--- src/hw/rtl/s2i_pkg.sv ---
// Shared types, constants and helper functions for the string to signed
// 64-bit parser. Used by the top level and by the multiply-add unit.
`default_nettype none

package s2i_pkg;

  // Longest string position that is tracked; positions saturate at MAX_LEN-1.
  localparam int MAX_LEN = 4096;
  localparam int POS_W   = $clog2(MAX_LEN);
  localparam logic [POS_W-1:0] POS_MAX = POS_W'(MAX_LEN - 1);

  // Field widths fixed by the interface.
  localparam int CHAR_W  = 8;
  localparam int RADIX_W = 6;
  localparam int VALUE_W = 64;
  localparam int CNT_W   = 12;
  localparam int DIGIT_W = 6;

  // Digit value of a character that is neither a digit nor a letter.
  localparam logic [DIGIT_W-1:0] NOT_DIGIT = DIGIT_W'(36);

  // Radix codes.
  localparam logic [RADIX_W-1:0] RADIX_AUTO = RADIX_W'(0);
  localparam logic [RADIX_W-1:0] RADIX_ONE  = RADIX_W'(1);
  localparam logic [RADIX_W-1:0] RADIX_BIN  = RADIX_W'(2);
  localparam logic [RADIX_W-1:0] RADIX_OCT  = RADIX_W'(8);
  localparam logic [RADIX_W-1:0] RADIX_DEC  = RADIX_W'(10);
  localparam logic [RADIX_W-1:0] RADIX_HEX  = RADIX_W'(16);
  localparam logic [RADIX_W-1:0] RADIX_MAX  = RADIX_W'(36);

  // Character codes.
  localparam logic [CHAR_W-1:0] CH_TAB   = 8'h09;
  localparam logic [CHAR_W-1:0] CH_CR    = 8'h0D;
  localparam logic [CHAR_W-1:0] CH_SPACE = 8'h20;
  localparam logic [CHAR_W-1:0] CH_PLUS  = 8'h2B;
  localparam logic [CHAR_W-1:0] CH_MINUS = 8'h2D;
  localparam logic [CHAR_W-1:0] CH_ZERO  = 8'h30;
  localparam logic [CHAR_W-1:0] CH_NINE  = 8'h39;
  localparam logic [CHAR_W-1:0] CH_UC_A  = 8'h41;
  localparam logic [CHAR_W-1:0] CH_UC_B  = 8'h42;
  localparam logic [CHAR_W-1:0] CH_UC_X  = 8'h58;
  localparam logic [CHAR_W-1:0] CH_UC_Z  = 8'h5A;
  localparam logic [CHAR_W-1:0] CH_LC_A  = 8'h61;
  localparam logic [CHAR_W-1:0] CH_LC_B  = 8'h62;
  localparam logic [CHAR_W-1:0] CH_LC_X  = 8'h78;
  localparam logic [CHAR_W-1:0] CH_LC_Z  = 8'h7A;

  // Result status codes.
  typedef enum logic [1:0] {
    STAT_OK        = 2'd0,
    STAT_RANGE     = 2'd1,
    STAT_BAD_RADIX = 2'd2,
    STAT_NO_DIGITS = 2'd3
  } status_t;

  // One input transaction.
  typedef struct packed {
    logic [CHAR_W-1:0]  character;
    logic               first_char;
    logic [RADIX_W-1:0] radix;
  } s2i_in_t;

  // One result transaction.
  typedef struct packed {
    logic signed [VALUE_W-1:0] result_value;
    status_t                   status;
    logic [CNT_W-1:0]          consumed_count;
  } s2i_out_t;

  // Digit value of a character: 0-9 for decimal digits, 10-35 for letters.
  function automatic logic [DIGIT_W-1:0] digit_value(input logic [CHAR_W-1:0] c);
    logic [DIGIT_W-1:0] d;
    if (c >= CH_ZERO && c <= CH_NINE) begin
      d = DIGIT_W'(c - CH_ZERO);
    end else if (c >= CH_UC_A && c <= CH_UC_Z) begin
      d = DIGIT_W'(c - CH_UC_A + 8'd10);
    end else if (c >= CH_LC_A && c <= CH_LC_Z) begin
      d = DIGIT_W'(c - CH_LC_A + 8'd10);
    end else begin
      d = NOT_DIGIT;
    end
    return d;
  endfunction

  // Whitespace: space, tab, line feed, vertical tab, form feed, carriage return.
  function automatic logic is_space(input logic [CHAR_W-1:0] c);
    return (c == CH_SPACE) || (c >= CH_TAB && c <= CH_CR);
  endfunction

endpackage

`default_nettype wire

--- src/hw/rtl/s2i_mac.sv ---
// Multiply-add unit of the parser: accum * radix + digit with unsigned
// 64-bit overflow detection. Depends on s2i_pkg.
`default_nettype none

module s2i_mac (
  input  wire logic [s2i_pkg::VALUE_W-1:0] accum,
  input  wire logic [s2i_pkg::RADIX_W-1:0] radix,
  input  wire logic [s2i_pkg::DIGIT_W-1:0] digit,
  output logic      [s2i_pkg::VALUE_W-1:0] sum,
  output logic                             ovf
);
  import s2i_pkg::*;

  localparam int FULL_W = VALUE_W + RADIX_W;

  logic [FULL_W-1:0] full;

  // The new value fits in 64 bits exactly when no bit above bit 63 is set.
  assign full = (FULL_W'(accum) * FULL_W'(radix)) + FULL_W'(digit);
  assign sum  = full[VALUE_W-1:0];
  assign ovf  = |full[FULL_W-1:VALUE_W];

endmodule

`default_nettype wire

--- src/hw/rtl/string_to_signed64_parser_unit.sv ---
// Top level of the streaming string to signed 64-bit integer parser.
// Depends on s2i_pkg and s2i_mac.
`default_nettype none

// The parser takes one string character per input transaction and gives one
// result transaction on the character that ends the number (strtoll rules:
// leading whitespace, optional sign, 0x/0b/octal detection with radix 0,
// letters as digits 10-35, saturation to the signed 64-bit limit). A
// transaction with first_char set starts a new string at any time and samples
// the radix; a bad radix answers at once on that character. Characters that
// arrive while no string is open are dropped silently. The unit takes one
// character every clock cycle unless a waiting result holds the input
// register. The character that ends the number is first captured in the
// input register, and its result is captured in the result register when
// the input register advances, which raises out_valid. The cycle is set by
// the 64 by 6 bit multiply-add with its overflow check. A waiting result
// stalls the pipeline only when the input register is also occupied.
module string_to_signed64_parser_unit (
  input  wire logic              clk,
  input  wire logic              rst_n,
  input  wire logic              in_valid,
  output logic                   in_ready,
  input  wire s2i_pkg::s2i_in_t  in_data,
  output logic                   out_valid,
  input  wire logic              out_ready,
  output s2i_pkg::s2i_out_t      out_data
);
  import s2i_pkg::*;

  typedef enum logic [5:0] {
    PH_IDLE   = 6'b000001,
    PH_LEAD   = 6'b000010,
    PH_SIGNED = 6'b000100,
    PH_ZERO   = 6'b001000,
    PH_PREFIX = 6'b010000,
    PH_DIGITS = 6'b100000
  } phase_t;

  // Input register and result register.
  logic     stg_valid_r;
  s2i_in_t  stg_data_r;
  logic     out_valid_r;
  s2i_out_t out_data_r;

  // Parse state.
  phase_t              phase_r, phase_nxt;
  logic [VALUE_W-1:0]  accum_r, accum_nxt;
  logic                ovf_r, ovf_nxt;
  logic                neg_r, neg_nxt;
  logic [RADIX_W-1:0]  radix_r, radix_nxt;
  logic [POS_W-1:0]    pos_r, pos_nxt;
  logic [POS_W-1:0]    zpos_r, zpos_nxt;

  // State seen by the current character, after a possible restart.
  phase_t              cur_phase;
  logic [VALUE_W-1:0]  cur_accum;
  logic                cur_ovf;
  logic                cur_neg;
  logic [RADIX_W-1:0]  cur_radix;
  logic [POS_W-1:0]    cur_pos;
  logic [POS_W-1:0]    cur_zpos;

  logic                advance;
  logic                bad_radix;
  logic [CHAR_W-1:0]   ch;
  logic [DIGIT_W-1:0]  dig;
  logic [RADIX_W-1:0]  eff_radix;
  logic [RADIX_W-1:0]  first_radix;
  logic [RADIX_W-1:0]  mac_radix;
  logic [VALUE_W-1:0]  mac_sum;
  logic                mac_ovf;
  logic [VALUE_W-1:0]  limit;
  logic                first_digit;
  logic                run_digit;
  logic                emit;
  s2i_out_t            res;

  // Handshake: the input register moves on whenever the result register can take.
  assign advance   = stg_valid_r && (!out_valid_r || out_ready);
  assign in_ready  = !stg_valid_r || advance;
  assign out_valid = out_valid_r;
  assign out_data  = out_data_r;

  assign ch  = stg_data_r.character;
  assign dig = digit_value(ch);

  assign bad_radix = stg_data_r.first_char &&
                     (stg_data_r.radix == RADIX_ONE || stg_data_r.radix > RADIX_MAX);

  // A first character clears the state and loads the requested radix.
  always_comb begin
    if (stg_data_r.first_char) begin
      cur_phase = PH_LEAD;
      cur_accum = '0;
      cur_ovf   = 1'b0;
      cur_neg   = 1'b0;
      cur_radix = stg_data_r.radix;
      cur_pos   = '0;
      cur_zpos  = '0;
    end else begin
      cur_phase = phase_r;
      cur_accum = accum_r;
      cur_ovf   = ovf_r;
      cur_neg   = neg_r;
      cur_radix = radix_r;
      cur_pos   = pos_r;
      cur_zpos  = zpos_r;
    end
  end

  // Radix in force once digits start; auto after a leading zero means octal.
  assign eff_radix   = (cur_radix == RADIX_AUTO) ? RADIX_OCT : cur_radix;
  assign first_radix = (cur_radix == RADIX_AUTO) ? RADIX_DEC : cur_radix;
  assign mac_radix   = (eff_radix < RADIX_BIN) ? RADIX_DEC : eff_radix;

  // Signed limit for the sign: 2^63 when negative, 2^63-1 otherwise.
  assign limit = {cur_neg, {(VALUE_W-1){!cur_neg}}};

  s2i_mac u_mac (
    .accum (cur_accum),
    .radix (mac_radix),
    .digit (dig),
    .sum   (mac_sum),
    .ovf   (mac_ovf)
  );

  // Next state and result for the character in the input register.
  always_comb begin
    phase_nxt   = cur_phase;
    accum_nxt   = cur_accum;
    ovf_nxt     = cur_ovf;
    neg_nxt     = cur_neg;
    radix_nxt   = cur_radix;
    pos_nxt     = cur_pos;
    zpos_nxt    = cur_zpos;
    first_digit = 1'b0;
    run_digit   = 1'b0;
    emit        = 1'b0;
    res.result_value   = '0;
    res.status         = STAT_OK;
    res.consumed_count = '0;

    if (bad_radix) begin
      emit       = 1'b1;
      res.status = STAT_BAD_RADIX;
    end else if (cur_phase != PH_IDLE) begin
      unique case (cur_phase)
        PH_LEAD: begin
          if (is_space(ch)) begin
            phase_nxt = PH_LEAD;
          end else if (ch == CH_PLUS || ch == CH_MINUS) begin
            neg_nxt   = (ch == CH_MINUS);
            phase_nxt = PH_SIGNED;
          end else begin
            first_digit = 1'b1;
          end
        end
        PH_SIGNED: begin
          first_digit = 1'b1;
        end
        PH_ZERO: begin
          if ((ch == CH_LC_X || ch == CH_UC_X) &&
              (cur_radix == RADIX_AUTO || cur_radix == RADIX_HEX)) begin
            radix_nxt = RADIX_HEX;
            phase_nxt = PH_PREFIX;
          end else if ((ch == CH_LC_B || ch == CH_UC_B) &&
                       (cur_radix == RADIX_AUTO || cur_radix == RADIX_BIN)) begin
            radix_nxt = RADIX_BIN;
            phase_nxt = PH_PREFIX;
          end else begin
            run_digit = 1'b1;
          end
        end
        PH_PREFIX: begin
          if (dig < cur_radix) begin
            accum_nxt = VALUE_W'(dig);
            phase_nxt = PH_DIGITS;
          end else begin
            // A bare prefix: the number is the zero before the x or b.
            emit               = 1'b1;
            res.status         = STAT_OK;
            res.consumed_count = CNT_W'((cur_zpos == POS_MAX) ? POS_MAX
                                                              : cur_zpos + POS_W'(1));
          end
        end
        PH_DIGITS: begin
          run_digit = 1'b1;
        end
        default: begin
          phase_nxt = PH_IDLE;
        end
      endcase

      // First character after whitespace and sign.
      if (first_digit) begin
        if (ch == CH_ZERO) begin
          zpos_nxt  = cur_pos;
          phase_nxt = PH_ZERO;
        end else if (dig < first_radix) begin
          radix_nxt = first_radix;
          accum_nxt = VALUE_W'(dig);
          phase_nxt = PH_DIGITS;
        end else begin
          emit       = 1'b1;
          res.status = STAT_NO_DIGITS;
        end
      end

      // Digit accumulation, or the end of the number.
      if (run_digit) begin
        radix_nxt = eff_radix;
        phase_nxt = PH_DIGITS;
        if (dig < eff_radix) begin
          if (mac_ovf) begin
            ovf_nxt = 1'b1;
          end else begin
            accum_nxt = mac_sum;
          end
        end else begin
          emit               = 1'b1;
          res.consumed_count = CNT_W'(cur_pos);
          if (cur_ovf || cur_accum > limit) begin
            res.result_value = $signed(limit);
            res.status       = STAT_RANGE;
          end else begin
            res.result_value = $signed(cur_neg ? (VALUE_W'(0) - cur_accum) : cur_accum);
            res.status       = STAT_OK;
          end
        end
      end

      pos_nxt = (cur_pos == POS_MAX) ? POS_MAX : cur_pos + POS_W'(1);
    end

    if (emit) begin
      phase_nxt = PH_IDLE;
    end
  end

  // Input register.
  always_ff @(posedge clk) begin
    if (!rst_n) begin
      stg_valid_r <= 1'b0;
    end else if (in_ready) begin
      stg_valid_r <= in_valid;
    end
  end

  always_ff @(posedge clk) begin
    if (in_valid && in_ready) begin
      stg_data_r <= in_data;
    end
  end

  // Parse state, updated once per character.
  always_ff @(posedge clk) begin
    if (!rst_n) begin
      phase_r <= PH_IDLE;
      accum_r <= '0;
      ovf_r   <= 1'b0;
      neg_r   <= 1'b0;
      radix_r <= '0;
      pos_r   <= '0;
      zpos_r  <= '0;
    end else if (advance) begin
      phase_r <= phase_nxt;
      accum_r <= accum_nxt;
      ovf_r   <= ovf_nxt;
      neg_r   <= neg_nxt;
      radix_r <= radix_nxt;
      pos_r   <= pos_nxt;
      zpos_r  <= zpos_nxt;
    end
  end

  // Result register.
  always_ff @(posedge clk) begin
    if (!rst_n) begin
      out_valid_r <= 1'b0;
    end else if (advance && emit) begin
      out_valid_r <= 1'b1;
    end else if (out_ready) begin
      out_valid_r <= 1'b0;
    end
  end

  always_ff @(posedge clk) begin
    if (advance && emit) begin
      out_data_r <= res;
    end
  end

endmodule

`default_nettype wire
--- config.mk ---
export PLATFORM = sky130hd
export DESIGN_NAME = string_to_signed64_parser_unit
export DESIGN_NICKNAME = d
export VERILOG_FILES = /design/src/hw/rtl/s2i_pkg.sv /design/src/hw/rtl/s2i_mac.sv /design/src/hw/rtl/string_to_signed64_parser_unit.sv
export SDC_FILE = /design/constraint.sdc
export NUM_CORES = 2
export LEC_CHECK = 0
export ABC_AREA = 1
export BUFFER_PORTS_ARGS = -buffer_cell sky130_fd_sc_hd__buf_2
export CAP_MARGIN = 40
export CORE_ASPECT_RATIO = 0.5
export CORE_UTILIZATION = 40
export DETAILED_ROUTE_END_ITERATION = 7
export REMOVE_ABC_BUFFERS = 1
export SYNTH_ARGS = -nofsm -noshare
export SYNTH_HDL_FRONTEND = slang
export SYNTH_SLANG_ARGS = --single-unit
--- constraint.sdc ---
create_clock -name clk -period 6.9 [get_ports clk]
set_input_delay 0.69 -clock clk [delete_from_list [all_inputs] [get_ports clk]]
set_output_delay 0.69 -clock clk [all_outputs]
set_load 0.03 [all_outputs]
# Word level (Yosys, flattened, before mapping)

Index checks and enable logic that the tools add are counted.

Register bits after elaboration: 197
Latch bits: 0
Memory bits (writable): 0
Memory bits (read-only): 0
Input bits: 19
Output and inout bits: 80
Memories: 0

$add $sub $neg: 9
$mul: 1
Divide/modulo/power cells: 0
$lt $le $gt $ge: 14
Equal/unequal tests: 19
Shift operators: 0
Muxes and demuxes: 94
Bitwise logic cells: 2
Reductions and logical operators: 29

Operators with widths:

| operator                                                                            | count |
|---|---|
| 64-bit 2-to-1 mux                                                                   | 12 |
| 6-bit 2-to-1 mux                                                                    | 29 |
| 12-bit 2-to-1 mux                                                                   | 12 |
| 70-bit by 6-bit adder with 70-bit output                                            | 1 |
| 64-bit by 6-bit multiplier with 70-bit output                                       | 1 |
| 66-bit 2-to-1 mux                                                                   | 1 |
| 64-bit > comparator                                                                 | 1 |
| 1-bit by 64-bit subtractor with 64-bit output, first input constant                 | 1 |
| 14-bit 2-to-1 mux                                                                   | 3 |
| 8-bit by 6-bit equality test with 1-bit output, second input constant               | 4 |
| 8-bit by 7-bit equality test with 1-bit output, second input constant               | 4 |
| 1-bit 2-to-1 mux                                                                    | 31 |
| 12-bit by 1-bit adder with 12-bit output, second input constant                     | 2 |
| 12-bit equality test, second input constant                                         | 2 |
| 6-bit case mux with 4 select lines                                                  | 1 |
| 6-bit < comparator                                                                  | 3 |
| 8-bit by 7-bit greater-or-equal comparator with 1-bit output, second input constant | 2 |
| 8-bit by 7-bit less-or-equal comparator with 1-bit output, second input constant    | 2 |
| 6-bit by 4-bit adder with 6-bit output, second input constant                       | 2 |
| 6-bit by 2-bit equality test with 1-bit output, second input constant               | 2 |
| 6-bit by 5-bit equality test with 1-bit output, second input constant               | 2 |
| 6-bit subtractor, second input constant                                             | 2 |
| 1-bit logical AND                                                                   | 10 |
| 1-bit logical OR                                                                    | 10 |
| 21 further kinds                                                                    | 28 |

# Logic depth before layout (Yosys ltp)

Depth in word-level cells: 17
Gate-level depth with buffers: 44
Depth with buffers taken out: 42

# Hierarchy

Synthesis repeated with hierarchy kept, for this count alone.

Cells, all modules: 4260
Area, all modules: 29143.0 µm²

Modules (own cells, without submodules):

| module                         | instances | cells an instance | area each (µm²) | sequential area each (µm²) |
|---|---|---|---|---|
| s2i_mac                        | 1         | 2214              | 14661.6         | 0.0 |
| string_to_signed64_parser_unit | 1         | 2046              | 14481.4         | 4874.7 |

# Worst setup path before layout

OpenSTA, ideal clock, no wires.

Kind: register to register
Start: reg stg_data_r[6] (netlist bit)
End: reg accum_r[53]
Library setup time: 132 ps
Arrival: 6038 ps
Data required time: 6768 ps
Setup slack: 730 ps
Cell stages (with the launch flop): 39
Path buffers: 3
Clock period less this slack: 6170 ps
Cell sequence: edfxtp_1 > buf_6 > o21ai_1 > nand2_1 > nor2_2 > nand2_1 > nand2_1 > nor2_1 > nor2_1 > inv_1 > nand2_1 > fa_1 > fa_1 > inv_1 > fa_1 > inv_1 > fa_1 > inv_1 > (+3 left out) > a21oi_1 > nand2_1 > nand2_1 > nand2_1 > nand2_1 > nand2_1 > nand2_1 > nand2_1 > nand2_1 > nand2_1 > nor2_1 > nand3_1 > nor2_1 > nand2_4 > buf_6 > buf_2 > o211ai_1 > a21oi_1

Longest elaborated chain between the ends: 13

Ends and longest elaborated chain:

| what                                          | RTL line                              | RTL |
|---|---|---|
| start, declared                               | string_to_signed64_parser_unit.sv:41  | `s2i_in_t stg_data_r;` |
| start signal, assigned                        | string_to_signed64_parser_unit.sv:251 | `stg_data_r <= in_data;` |
| 6-bit 2-to-1 mux                              | string_to_signed64_parser_unit.sv:92  | `if (stg_data_r.first_char) begin` |
| 6-bit zero test                               | -                                     |  |
| 6-bit 2-to-1 mux                              | string_to_signed64_parser_unit.sv:112 | `assign eff_radix = (cur_radix == RADIX_AUTO) ? RADIX_OCT : cur_radix;` |
| 6-bit by 2-bit < comparator with 1-bit output | string_to_signed64_parser_unit.sv:114 | `assign mac_radix = (eff_radix < RADIX_BIN) ? RADIX_DEC : eff_radix;` |
| 6-bit 2-to-1 mux                              | string_to_signed64_parser_unit.sv:114 |  |
| 64-bit by 6-bit multiplier with 70-bit output | s2i_mac.sv:19                         | `assign full = (FULL_W'(accum) * FULL_W'(radix)) + FULL_W'(digit);` |
| 70-bit by 6-bit adder with 70-bit output      | s2i_mac.sv:19                         |  |
| 6-bit OR reduction                            | s2i_mac.sv:21                         | `assign ovf = \|full[FULL_W-1:VALUE_W];` |
| 64-bit 2-to-1 mux                             | string_to_signed64_parser_unit.sv:214 | `if (mac_ovf) begin` |
| 64-bit 2-to-1 mux                             | string_to_signed64_parser_unit.sv:213 | `if (dig < eff_radix) begin` |
| 64-bit 2-to-1 mux                             | string_to_signed64_parser_unit.sv:210 | `if (run_digit) begin` |
| 64-bit 2-to-1 mux                             | string_to_signed64_parser_unit.sv:146 | `end else if (cur_phase != PH_IDLE) begin` |
| 64-bit 2-to-1 mux (*)                         | string_to_signed64_parser_unit.sv:143 | `if (bad_radix) begin` |
| end signal, assigned                          | string_to_signed64_parser_unit.sv:267 | `accum_r <= accum_nxt;` |
| end, declared                                 | string_to_signed64_parser_unit.sv:47  | `logic [VALUE_W-1:0] accum_r, accum_nxt;` |

Every way passes the cells marked *; elsewhere a longest branch is shown, timed or not. The select of a mux whose other input is x is not followed.
A chain may end at the register's enable or synchronous reset.

# Final worst setup path

Start: reg stg_data_r[6] (netlist bit)
End: reg accum_r[8]

Same word-level chain as after synthesis.

==> run_results.csv <==
group,metric,value,unit
synth,yosysWarnings,0,
synth,ys.flop_type,"dfxtp_1",
pwr,ir_worst_vdd,0.000182,V
floorplanning,die_w,373,um
clocking,cts_tree,"yes",
placed_design,place_congestion,0.992,
setup_path,cp_max_fo,27,
route,firstDrtPassIters,5,
cells_and_area,regArea,4870,sq um
floorplanning,die-area,69900,sq um
synth,async_flop_share,0,
route,post_drt_wl_per_cell,19.4,um
clocking,clk_path_buf_depth,2,
placed_design,dp_hpwl,73.8,mm
synth,yosysSeqAreaShare,0.177,
floorplanning,boundaryPins,99,
setup_path,cp_common_cell,"nand2_1",
cells_and_area,final_common_cell,"nand2_1",
floorplanning,die_y,187,um
global_routing,grt_pass1_wl,150,mm
cells_and_area,fillers,6956,
clocking,clock_latency,0.51,ns
placed_design,placed_cell_area,29700,sq um
pwr,p_per_area,102,nW/um^2
synth,ys_seq_elements,197,
setup_path,crit_path_end_kind,"flip-flop",
synth,synth-compound-area-share,0.128,
synth,synth_top_family_by_area,"adder cells",
status,status,"finished clean",
synth,synthMuxAreaShare,0,
sta,fmax,153,MHz
setup_path,crit_type,"flip-flop to flip-flop",
sta,relSlewSlack,0.399,
clocking,cts.clk_slew.worst_paths,0.10,ns
worst_hold_path,hold_path.class,"input port to flip-flop",
pwr,power.leakage,15.5,nW
global_routing,first_global_vias,26400,
cells_and_area,final_area,30500,sq um
sta,setup_viol,0,
cells_and_area,layout-drive-gt1-share,0.0986,
sta,period_share,0.949,
sta,fin_worst_skew,0.0235,ns
floorplanning,core_area,67500,sq um
route,antenna_left,0,
sta,finalWorstSetupSlack,0.355,ns
cells_and_area,multiInputGateArea,20300,sq um
setup_path,cp_slowest_cell,"fa_1",
cells_and_area,mostFrequentLayoutCells,"nand2_1 (954), nor2_1 (634), inv_1 (443)",
synth,syn_avg_cell_area,7.03,sq um
cells_and_area,n_antenna_cell,0,
clocking,cts-root-buf,"clkbuf_16",
clocking,htree_levels,4,
clocking,hold_buffers,0,
floorplanning,start_util,0.408,
sta,tightest_slew,0.902,ns
placed_design,pre_cts_ws,0.135,ns
sta,hold_viol_final,0,
clocking,numCtsBuffers,17,
sta,min_period,6.54,ns
global_routing,grt_max_degree,65,
route,vias,26900,
cells_and_area,final_nets,4518,
synth,synth_simple_gate_area_share,0.287,
pwr,power,0.00312,W
placed_design,port_buffers,98,
synth,synth_cell_types,64,
floorplanning,rows,67,
cells_and_area,area_growth_syn_to_layout,10.7,%
global_routing,overflow,0,
synth,synthAdderAreaFrac,0.289,
global_routing,track_usage,0.274,
synth,synth_edf_count,93,
setup_path,arrival,6.90,ns
route,routed_via_density,5.47,
job,cap_violations,0,
setup_path,start_kind,"flip-flop",
global_routing,antenna_found_initial,0,
sta,slew_viol_final,0,
synth,synth_xor_xnor_area_share,0.0290,
setup_path,worstPathRequired,7.26,ns
route,drc,0,
setup_path,cp_slowest_stage_delay,0.52,ns
synth,synthesis.area,27500,sq um
sta,timing.hold.ws,0.349,ns
clocking,clock-sinks,197,
route,drt_iter0_drc,2345,
route,drt_wl_total,95.3,mm
synth,synthCells,3912,
[cells in the mapped netlist, types with 23 or more instances]
master / n / area, sq um
a21oi_1: 342 / 1710
clkbuf_1: 90 / 338
dfxtp_1: 104 / 2080
edfxtp_1: 93 / 2790
fa_1: 252 / 5040
ha_1: 233 / 2920
inv_1: 448 / 1680
inv_2: 23 / 86.3
nand2_1: 960 / 3600
nand3_1: 130 / 651
nand4_1: 36 / 225
nor2_1: 640 / 2400
nor3_1: 40 / 200
o211ai_1: 51 / 383
o21ai_0: 117 / 586
xnor2_1: 30 / 263
xor2_1: 61 / 534
[power by group]
part           switching [W]  internal, W  leakage (nW)
clock network       0.000621     0.000488         0.283
registers          0.0000199      0.00125          1.68
logic               0.000533     0.000207          13.5
[layer usage]
layer / share of wire / GRT usage / wire, um
met3: 0.094 / 0.0655 / 8960
met1: 0.47 / 0.400 / 45000
met4: 0.020 / 0.0664 / 1930
met2: 0.41 / 0.403 / 39400
met5: 0 / 0 / 0
[path summary, 6_finish.rpt]
path / slack [ns] / from / endpoint / cells after the start
hold reg to reg: 0.47 / accum_r[53]$_SDFFE_PN0P_ / accum_r[53]$_SDFFE_PN0P_ / 2
hold / removal: 0.35 / in_data[4] / stg_data_r[4]$_DFFE_PP_ / 1
setup reg to reg: 0.36 / stg_data_r[6]$_DFFE_PP_ / accum_r[8]$_SDFFE_PN0P_ / 33
setup / recovery: 0.36 / stg_data_r[6]$_DFFE_PP_ / accum_r[8]$_SDFFE_PN0P_ / 33
[critical path, delay by kind of cell, from the launching register on]
family                   cells  cell delay [ns]
adder cells (fa/ha/maj)      5             2.18
buffers and inverters        5             0.84
AND/OR/NAND/NOR             18             1.85
AO/OA/AOI/OAI                5             1.04
flip-flops                   1             0.43
[logic make-up (layout without fill, tap and decap cells)]
family,count (synthesis),count (layout)
simple gates,1900,1900
buf+inv,621,736
compound gates,618,618
fa+ha+maj,485,485
flops,197,197
xor+xnor,91,91
[layout make-up]
cell class	count	share of cell area
clock buffers	17	0.0140
clock inverters	15	0.00505
inverters	480	0.0595
multi-input cells	3094	0.666
flip-flops and latches	197	0.160
well taps	897	0.0369
repair buffers	224	0.0589
[metrics by stage]
step           cells  utilization  TNS (ns)
4_1_cts         4918        0.449         0
3_3_place_gp    4882        0.439         0
2_1_floorplan   3771            -   -168.01
3_5_place_dp    4886        0.440         0
5_1_grt         4924        0.451   -0.0932
6_report        4924        0.451         0
[flip-flops by register name, indices dropped and copies added (netlist names)]
signal       cells
out_data        78
accum_r         64
pos_r           12
zpos_r          12
ch               8
stg_data_r       7
phase_r          6
radix_r          6
neg_r            1
out_valid        1
ovf_r            1
stg_valid_r      1
[timing repair]
action / 4_1_cts / 5_1_grt
resized for setup: 0 / 24
setup endpoints to repair: 0 / 65
buffers inserted: 0 / 4
endpoints found under the hold margin: 0 / 0
Power figures use the tool's default switching activity.
